[config.mk]
export PLATFORM = sky130hd
export DESIGN_NAME = sorted_timer_callout_queue
export DESIGN_NICKNAME = d
export VERILOG_FILES = /design/src/rtl/core/stq_pkg.sv /design/src/rtl/core/stq_front.sv /design/src/rtl/core/stq_back.sv /design/src/rtl/core/sorted_timer_callout_queue.sv
export SDC_FILE = /design/constraint.sdc
export NUM_CORES = 2
export LEC_CHECK = 0
export BUFFER_PORTS_ARGS = -buffer_cell sky130_fd_sc_hd__buf_2
export CORE_MARGIN = 5
export CORE_UTILIZATION = 58
export CTS_CLUSTER_DIAMETER = 30
export CTS_CLUSTER_SIZE = 20
export DETAILED_ROUTE_END_ITERATION = 10
export GPL_ROUTABILITY_DRIVEN = 0
export PLACE_DENSITY_LB_ADDON = 0.08
export SKIP_LAST_GASP = 1
export SLEW_MARGIN = 20
export SYNTH_ARGS = -nofsm -noshare
export SYNTH_HDL_FRONTEND = slang
export SYNTH_SLANG_ARGS = --single-unit
[constraint.sdc]
create_clock -name clk -period 10.53 [get_ports clk]
set_input_delay 2.6325 -clock clk [delete_from_list [all_inputs] [get_ports clk]]
set_output_delay 2.6325 -clock clk [all_outputs]
set_load 0.02 [all_outputs]
[src/rtl/core/stq_pkg.sv]
// Shared types and constants for the sorted timer queue.
package stq_pkg;
  localparam int unsigned KIND_SCHED = 0;
  localparam int unsigned KIND_POLL  = 1;

  typedef struct packed {
    logic        kind;
    logic [3:0]  timer_id;
    logic [31:0] expiry_time;
    logic        uses_handler;
    logic [31:0] now_time;
  } cmd_t;
endpackage

[src/rtl/core/stq_front.sv]
// Input stage: accepts items and places them in a short command queue.
module stq_front
  import stq_pkg::*;
(
  input  logic clk,
  input  logic rst_n,
  input  logic in_valid,
  output logic in_ready,
  input  cmd_t in_cmd,
  output logic q_valid,
  input  logic q_ready,
  output cmd_t q_cmd
);
  cmd_t       mem_r [2];
  logic [1:0] cnt_r;
  logic       wp_r, rp_r;
  logic       push, pop;

  assign in_ready = (cnt_r != 2'd2);
  assign q_valid  = (cnt_r != 2'd0);
  assign q_cmd    = mem_r[rp_r];
  assign push     = in_valid && in_ready;
  assign pop      = q_valid && q_ready;

  always_ff @(posedge clk) begin
    if (push) begin
      mem_r[wp_r] <= in_cmd;
    end
    if (!rst_n) begin
      cnt_r <= '0;
      wp_r  <= 1'b0;
      rp_r  <= 1'b0;
    end else begin
      if (push) wp_r <= ~wp_r;
      if (pop) rp_r <= ~rp_r;
      cnt_r <= cnt_r + {1'b0, push} - {1'b0, pop};
    end
  end
endmodule

[src/rtl/core/stq_back.sv]
// Execution stage: keeps the timer slots and the sorted list, runs schedules and polls.
module stq_back
  import stq_pkg::*;
#(
  parameter int SLOTS = 16,
  parameter int TIME_BITS = 32
) (
  input  logic        clk,
  input  logic        rst_n,
  input  logic        q_valid,
  output logic        q_ready,
  input  cmd_t        q_cmd,
  output logic        out_valid,
  input  logic        out_ready,
  output logic        o_fired,
  output logic [3:0]  o_slot,
  output logic        o_mode,
  output logic [31:0] o_time,
  output logic        o_last
);
  localparam int IW = (SLOTS > 1) ? $clog2(SLOTS) : 1;
  localparam int CW = $clog2(SLOTS + 1);

  typedef enum logic [4:0] {
    S_IDLE = 5'b00001, S_FIND = 5'b00010, S_INS = 5'b00100,
    S_POLL = 5'b01000, S_OUT  = 5'b10000
  } state_t;

  state_t              state_r;
  logic [TIME_BITS-1:0] time_r [SLOTS];
  logic                mode_r [SLOTS];
  logic [IW-1:0]       ord_r  [SLOTS];
  logic [CW-1:0]       cnt_r, pos_r;
  cmd_t                cmd_r;
  logic                shift_r, found_r, any_r;
  logic                ov_r, of_r, om_r, ol_r;
  logic [3:0]          os_r;
  logic [31:0]         ot_r;
  logic [IW-1:0]       id;
  logic [TIME_BITS-1:0] t_new, now, head_t;
  logic [IW-1:0]       head;
  logic                id_ok;

  assign id      = IW'(cmd_r.timer_id);
  assign id_ok   = ({28'd0, cmd_r.timer_id} < 32'(SLOTS));
  assign t_new   = TIME_BITS'(cmd_r.expiry_time);
  assign now     = TIME_BITS'(cmd_r.now_time);
  assign head    = ord_r[0];
  assign head_t  = time_r[head];
  assign q_ready = (state_r == S_IDLE) && !ov_r;
  assign out_valid = ov_r;
  assign o_fired = of_r;
  assign o_slot  = os_r;
  assign o_mode  = om_r;
  assign o_time  = ot_r;
  assign o_last  = ol_r;

  always_ff @(posedge clk) begin
    if (!rst_n) begin
      state_r <= S_IDLE;
      cnt_r   <= '0;
      ov_r    <= 1'b0;
      for (int i = 0; i < SLOTS; i++) time_r[i] <= '0;
    end else begin
      if (ov_r && out_ready) ov_r <= 1'b0;
      case (state_r)
        S_IDLE: begin
          if (q_valid && q_ready) begin
            cmd_r   <= q_cmd;
            pos_r   <= '0;
            shift_r <= 1'b0;
            any_r   <= 1'b0;
            state_r <= (q_cmd.kind == KIND_POLL[0]) ? S_POLL : S_FIND;
          end
        end
        S_FIND: begin
          if (!id_ok) begin
            state_r <= S_IDLE;
          end else if (time_r[id] == '0 || pos_r >= cnt_r) begin
            if (shift_r) cnt_r <= cnt_r - CW'(1);
            mode_r[id] <= cmd_r.uses_handler;
            time_r[id] <= t_new;
            pos_r      <= '0;
            found_r    <= 1'b0;
            state_r    <= (t_new != '0) ? S_INS : S_IDLE;
          end else begin
            if (shift_r || ord_r[pos_r[IW-1:0]] == id) begin
              shift_r <= 1'b1;
              if (32'(pos_r) + 1 < 32'(cnt_r))
                ord_r[pos_r[IW-1:0]] <= ord_r[IW'(32'(pos_r) + 1)];
            end
            pos_r <= pos_r + CW'(1);
          end
        end
        S_INS: begin
          if (cnt_r >= CW'(SLOTS)) begin
            state_r <= S_IDLE;
          end else if (pos_r == cnt_r) begin
            ord_r[pos_r[IW-1:0]] <= found_r ? ord_r[IW'(32'(pos_r) - 1)] : id;
            if (found_r) begin
              pos_r <= pos_r - CW'(1);
            end else begin
              cnt_r   <= cnt_r + CW'(1);
              state_r <= S_IDLE;
            end
          end else if (found_r) begin
            if (pos_r == '0 || t_new >= time_r[ord_r[IW'(32'(pos_r) - 1)]]) begin
              ord_r[pos_r[IW-1:0]] <= id;
              cnt_r   <= cnt_r + CW'(1);
              state_r <= S_IDLE;
            end else begin
              ord_r[pos_r[IW-1:0]] <= ord_r[IW'(32'(pos_r) - 1)];
              pos_r <= pos_r - CW'(1);
            end
          end else if (t_new < time_r[ord_r[pos_r[IW-1:0]]]) begin
            found_r <= 1'b1;
            pos_r   <= cnt_r;
          end else begin
            pos_r <= pos_r + CW'(1);
          end
        end
        S_POLL: begin
          if (!ov_r || out_ready) begin
            if (cnt_r != '0 && now >= head_t) begin
              pos_r   <= '0;
              os_r    <= 4'(head);
              om_r    <= mode_r[head];
              ot_r    <= 32'(head_t);
              time_r[head] <= '0;
              cnt_r   <= cnt_r - CW'(1);
              state_r <= S_OUT;
            end else if (!any_r) begin
              ov_r <= 1'b1; of_r <= 1'b0; os_r <= '0; om_r <= 1'b0;
              ot_r <= '0; ol_r <= 1'b1;
              state_r <= S_IDLE;
            end else begin
              state_r <= S_IDLE;
            end
          end
        end
        S_OUT: begin
          if (32'(pos_r) + 1 < 32'(cnt_r) + 1) begin
            ord_r[pos_r[IW-1:0]] <= ord_r[IW'(32'(pos_r) + 1)];
            pos_r <= pos_r + CW'(1);
          end else begin
            ov_r  <= 1'b1;
            of_r  <= 1'b1;
            any_r <= 1'b1;
            ol_r  <= (cnt_r == '0) || (now < time_r[ord_r[0]]);
            state_r <= S_POLL;
          end
        end
        default: state_r <= S_IDLE;
      endcase
    end
  end

`ifndef SYNTHESIS
  a_cnt: assert property (@(posedge clk) disable iff (!rst_n) cnt_r <= CW'(SLOTS))
    else $error("count above slots");
  a_hold: assert property (@(posedge clk) disable iff (!rst_n)
    out_valid && !out_ready |=> out_valid && $stable(o_slot) && $stable(o_last))
    else $error("result changed while stalled");
  a_rdy: assert property (@(posedge clk) disable iff (!rst_n) q_ready |-> !out_valid)
    else $error("accepted with result pending");
`endif
endmodule

[src/rtl/core/sorted_timer_callout_queue.sv]
// Top level of the sorted timer queue.
// Channel | Dir | tdata (low bit up)                                   | tuser
// in_     | in  | timer_id, expiry_time, uses_handler, now_time, pad   | kind
// out_    | out | fired_slot, fired_uses_handler, fired_time, pad     | fired; tlast = last
// A schedule makes two walks of the list: one to unlink the slot, one to place it.
// A poll shifts the list after each fired slot and holds while a result waits for
// out_tready; the next item waits for the last result.
// Reset clears all slot times at once; no clearing pass is needed.
// A two-item queue lets the input side run ahead while the list is busy.
module sorted_timer_callout_queue
  import stq_pkg::*;
#(
  parameter int SLOTS = 16,
  parameter int TIME_BITS = 32
) (
  input  logic        clk,
  input  logic        rst_n,
  input  logic        in_tvalid,
  output logic        in_tready,
  input  logic [71:0] in_tdata,   // timer_id, expiry_time, uses_handler, now_time
  input  logic        in_tuser,   // kind
  output logic        out_tvalid,
  input  logic        out_tready,
  output logic [39:0] out_tdata,  // fired_slot, fired_uses_handler, fired_time
  output logic        out_tuser,  // fired
  output logic        out_tlast
);
  cmd_t        in_cmd, q_cmd;
  logic        q_valid, q_ready;
  logic [3:0]  o_slot;
  logic        o_mode;
  logic [31:0] o_time;

  assign in_cmd.kind         = in_tuser;
  assign in_cmd.timer_id     = in_tdata[3:0];
  assign in_cmd.expiry_time  = in_tdata[35:4];
  assign in_cmd.uses_handler = in_tdata[36];
  assign in_cmd.now_time     = in_tdata[68:37];
  assign out_tdata           = {3'd0, o_time, o_mode, o_slot};

  stq_front u_front (
    .clk, .rst_n, .in_valid(in_tvalid), .in_ready(in_tready), .in_cmd,
    .q_valid, .q_ready, .q_cmd
  );

  stq_back #(.SLOTS(SLOTS), .TIME_BITS(TIME_BITS)) u_back (
    .clk, .rst_n, .q_valid, .q_ready, .q_cmd,
    .out_valid(out_tvalid), .out_ready(out_tready), .o_fired(out_tuser),
    .o_slot, .o_mode, .o_time, .o_last(out_tlast)
  );
endmodule
# [Yosys cells after proc, flatten, opt, wreduce, memory -nomap -nowiden]
# Memories as Yosys holds them, arrays and structs flattened. A register that Yosys moved wholly into a read port is not among the register bits.
# Index checks and enable logic that the tools add are counted.
[totals] register_bits=131 ramBits=732 in_bits=77 out_inout_bits=44 wordCells=233 memories=4
[memory_table] memory="u_back.time_r" depth=16 word_bits=32 read_ports=4 rd_ports_with_merged_regs=1 wr=16 line_no="stq_back.sv:30" rtl="logic [TIME_BITS-1:0] time_r [SLOTS];"
[memory_table] memory="u_front.mem_r" depth=2 word_bits=70 read_ports=1 rd_ports_with_merged_regs=1 wr=1 line_no="stq_front.sv:14" rtl="cmd_t mem_r [2];"
[memory_table] memory="u_back.ord_r" depth=16 word_bits=4 read_ports=4 rd_ports_with_merged_regs=1 wr=1 line_no="stq_back.sv:32" rtl="logic [IW-1:0] ord_r [SLOTS];"
[memory_table] memory="u_back.mode_r" depth=16 word_bits=1 read_ports=1 rd_ports_with_merged_regs=0 wr=1 line_no="stq_back.sv:31" rtl="logic mode_r [SLOTS];"
[op_classes] add_sub_neg=9 order_cmp=8 n_eq_ne=30 n_mux=123 bitwise=6 reduce_logical=34
[ops] operator="$mux 5" count=30
[ops] operator="$mux 32" count=4
[ops] operator="$lt 32x32->1" count=3
[ops] operator="$mux 1" count=67
[ops] operator="$ge 32x32->1" count=2
[ops] operator="$reduce_or 32->1" count=2
[ops] operator="$pmux 5 s5" count=2
[ops] operator="$mux 4" count=12
[ops] operator="$logic_not 32->1" count=1
[ops] operator="$lt 32x5->1" count=1
[ops] operator="$reduce_bool 32->1" count=1
[ops] operator="$ne 2x2->1 const B" count=9
[ops] operator="$reduce_and 9->1" count=2
[ops] operator="$pmux 5 s3" count=1
[ops] operator="$add 5x1->6 const B" count=2
[ops] operator="$ne 2x1->1 const B" count=6
[ops] operator="$pmux 1 s2" count=6
[ops] operator="$add 5x1->5 const B" count=2
[ops] operator="$logic_not 5->1" count=2
[ops] operator="$reduce_and 5->1" count=2
[ops] operator="$reduce_bool 2->1" count=5
[ops] operator="$reduce_bool 5->1" count=2
[ops] operator="$sub 5x1->5 const B" count=2
[ops] operator="$ne 4x1->1 const B" count=2
[ops] operator="27 further kinds" count=42

# [Longest topological paths before layout]
# An unclocked memory read counts as a cell.
[logic_depth] word_depth=15 mapped_depth=28 depth_no_buf=20

# [By module]
# Synthesis repeated with hierarchy kept, for this count alone.
[unflattened] hier_cells=4660 hier_area_um2=50855.0
[modules_own_cells] module="stq_back" n_inst=1 cells_per_inst=4413 area_per_inst_um2=45180.8 seq_area_each_um2=21640.8
[modules_own_cells] module="stq_front" n_inst=1 cells_per_inst=242 area_per_inst_um2=5640.4 seq_area_each_um2=4304.1
[modules_own_cells] module="sorted_timer_callout_queue" n_inst=1 cells_per_inst=5 area_per_inst_um2=33.8 seq_area_each_um2=0.0

# [Worst setup path after synthesis]
# Ideal clock, no wire load.
[synth_path] path_kind="reg2reg" from="memory u_back.ord_r[0][0] (netlist bit)" to="register u_back.om_r, in the netlist u_back.o_mode, enable pin" setup_ps=631 arrival_time_ps=9729 slack_ps=170 stages_incl_launch_ff=16 path_buffers=4 period_less_slack_ps=10360 cell_sequence="edfxtp_1 -> clkbuf_1 -> buf_1 -> buf_1 -> mux4_2 -> mux4_2 -> inv_1 -> ha_1 -> nand3_1 -> nor3_1 -> o211ai_1 -> a31oi_1 -> o21a_1 -> clkbuf_1 -> inv_1 -> a2111oi_0"
[synth_lines] element="start: declaration" line_no="stq_back.sv:32"
[synth_lines] element="end signal: assignment" line_no="stq_back.sv:127" rtl="om_r <= mode_r[head];"
[synth_lines] element="end: declaration" line_no="stq_back.sv:36" rtl="logic ov_r, of_r, om_r, ol_r;"

==> impl_metrics.env <==
export IMPL_status="finished clean"
export IMPL_viasPerCell=7.214
export IMPL_num_vias=42124
export IMPL_finalCriticalPeriod_ns=8.384
export IMPL_core_area_um2=86750
export IMPL_track_usage_pct=40.08
export IMPL_ir_drop_mv=0.3971
export IMPL_cts_tree="done"
export IMPL_worstPathRequired_ns=11.17
export IMPL_powerDensity_nw_per_um2=350.5
export IMPL_yosysSeqAreaShare_pct=51.23
export IMPL_path_max_fanout=36
export IMPL_p_leak_nw=21.50
export IMPL_drive_gt1_share_pct=18.83
export IMPL_multi_input_area_um2=23050
export IMPL_clock_sinks=872
export IMPL_relSlewSlack_pct=7.291
export IMPL_hold_viol=0
export IMPL_ys_ff_latch=872
export IMPL_synth_most_common_cell="edfxtp_1"
export IMPL_synth_cells=4509
export IMPL_fp_dieH_um=305.5
export IMPL_drcViolationCount=0
export IMPL_clock_latency_ns=0.78
export IMPL_wl_met1_mm=64.71
export IMPL_areaGrowthSynthToFinish_pct=15.18
export IMPL_r2r_setup_slack_ns=2.15
export IMPL_cts_repair_resized=0
export IMPL_finalSetupTns_ns=0
export IMPL_grt_overflow=0
export IMPL_period_share_pct=79.62
export IMPL_grt_pass1_wl_mm=273.8
export IMPL_drt_wirelength_per_cell_um=33.05
export IMPL_synth_area_um2=50640
export IMPL_synthArstFlopShare_pct=0
export IMPL_grt_pass1_vias=39745
export IMPL_dr_pass1_iters=6
export IMPL_clk_pin_slew_ns=0.05
export IMPL_worstMarginPinSlew_ns=1.378
export IMPL_hp_class="flop to flop"
export IMPL_yosysTopAreaCell="edfxtp_1"
export IMPL_wirelength_mm=193.0
export IMPL_drt_initial_drc_count=7001
export IMPL_synth_edff_count=848
export IMPL_yosysTopAreaCellShare_pct=50.28
export IMPL_synth_cell_type_count=84
export IMPL_setup_viol=0
export IMPL_hold_buffers=0
export IMPL_synth_commonest_cells="edfxtp_1 (848), nor2_1 (610), nand2_1 (585), clkbuf_1 (315), a211oi_1 (262)"
export IMPL_drv_slew=0
export IMPL_num_rows=108
export IMPL_hp_start="u_front.rp_r$_SDFFE_PN0P_"
export IMPL_maxCapViolCount=0
export IMPL_place_detailed_hpwl_mm=125.5
export IMPL_root_buffer="clkbuf_16"
export IMPL_numCtsBuffers=180
export IMPL_htree_levels=4
export IMPL_portBuffers=114
export IMPL_skew_ns=0.03544
export IMPL_p_total_mw=20.45
export IMPL_crit_type="flop to flop"
export IMPL_dr_wl_met3_mm=31.05
export IMPL_postSynthAreaPerCell_um2=11.23
export IMPL_final_seq_area_um2=25950
export IMPL_clockBufferDepth=3
export IMPL_final_antenna_net_count=0
export IMPL_dr_wl_met2_mm=80.89
export IMPL_fillers=6424
export IMPL_cts_setup_buffers=0
export IMPL_synth_warnings=0
export IMPL_die_x_um=305.5
export IMPL_synth_area_leaders="edfxtp_1 (50%), mux4_2 (9.7%), nor2_1 (4.5%)"
export IMPL_dieArea_um2=93330
export IMPL_fmax_mhz=119.3
export IMPL_nNetsFinal=4725
export IMPL_grt_max_degree=152
export IMPL_end_kind="flop"
export IMPL_worstPathArrival_ns=9.02
export IMPL_start_util_pct=58.38
export IMPL_synth_flop_cell="edfxtp_1"
export IMPL_highest_layer="met5"
export IMPL_rsz0062_at_grt="no"
export IMPL_worst_setup_path_start_kind="flop"
export IMPL_antenna_found_initial=5
export IMPL_io_pins=121
-- metal layers --
metal  track usage, %  vias up
met4            25.86        2
met3            15.18      871
li1                 -    17196
met1            51.03    20319
met2            57.90     3736
met5                0        -
-- placed cells by master, fill, tap and decap left out, drive strengths merged, types with 7 or more instances in the layout --
cell type  synthesis  final
a211oi           263    263
nand2            585    585
buf               76    222
xnor2             14     14
edfxtp           848    848
a21o              80     80
o311ai            17     17
clkinvlp           0     23
or3                7      7
clkinv             1     79
nor2             611    611
a22oi              8      8
nand4             31     31
mux2              80     80
o21ai             31     31
nand4b             8      8
a311oi            62     62
o211ai             9      9
nor2b            142    142
nor4b             12     12
o41ai              9      9
nor4             103    103
and3             149    149
dfxtp             24     24
a31oi             70     70
mux4             219    219
clkbuf           315    204
inv               77     87
mux2i            153    153
or2               16     16
nand3             37     37
nand2b            19     19
nor3              33     33
ha               123    123
and2              12     12
bufinv             0     21
a2111oi            7      7
a21oi            178    178
-- cells by family (layout without fill, tap and decap cells) --
kind of cell,Yosys count,in the layout,synth area share (%)
flops,872,872,51.23
fa+ha+maj,124,124,3.078
mux,452,452,14.57
simple gates,1786,1786,16.19
buf+inv,469,636,3.689
xor+xnor,20,20,0.3459
other cells,1,9,0.007405
compound gates,785,785,10.89
-- stage by stage --
stage	setup WS [ns]	hold WS (ns)	area, um^2	cells	util (%)
after global placement	2.174	0.4960	52220	5497	60.19
after detailed placement	2.128	0.4987	52220	5497	60.19
final	2.146	0.5180	58330	5839	67.24
after floorplan	0.1698	0.4813	50650	4511	-
after global routing	1.905	0.5531	58320	5833	67.22
after CTS	2.135	0.5185	58300	5833	67.20
-- worst max-delay path: stages (launching register included) --
cell       delay (ns)
dfxtp_1          0.90
mux4_2           0.63
mux2i_4          0.36
nor2_1           0.13
nor2_4           0.72
buf_4            0.54
nand2_1          0.09
and3_1           0.19
a311oi_1         0.83
a211oi_1         0.10
a21o_1           0.23
ha_1             0.30
a21o_1           0.17
a221o_1          0.33
a221oi_1         0.39
o221ai_1         0.60
a311o_1          0.52
o31ai_4          0.44
mux2i_1          0.19
a2111oi_1        0.44
a21oi_1          0.08
-- power by group --
part | switching [mW] | internal, mW
registers | 0.365 | 4.21
clock network | 1.92 | 3.73
logic | 6.78 | 3.45
total | 9.06 | 11.4
-- flip-flops by register name, indices dropped and copies added (netlist names), 2 cells and up, named ones only --
register / flops
u_back.time_r: 512
u_front.mem_r: 140
u_back.ord_r: 64
u_back.now: 32
u_back.o_time: 32
u_back.t_new: 32
u_back.mode_r: 16
u_back.cnt_r: 5
u_back.pos_r: 5
u_back.state_r: 5
u_back.id: 4
u_back.o_slot: 4
u_front.cnt_r: 2
-- path summary, 6_finish.rpt --
path                                     to  cells after the start
setup reg to reg                       flop                     20
setup / recovery                       flop                     20
hold reg to reg   u_front.rp_r$_SDFFE_PN0P_                      2
hold / removal    u_front.rp_r$_SDFFE_PN0P_                      2
-- final cells by class --
class | count | area share, %
timing repair buffer | 222 | 2.561
clock buffer | 204 | 8.093
inverter | 78 | 0.5041
tap | 1155 | 2.477
multi-input combinational | 3170 | 39.52
antenna | 6 | 0.02574
sequential | 872 | 44.49
clock inverter | 132 | 2.336
Power figures use the tool's default switching activity.
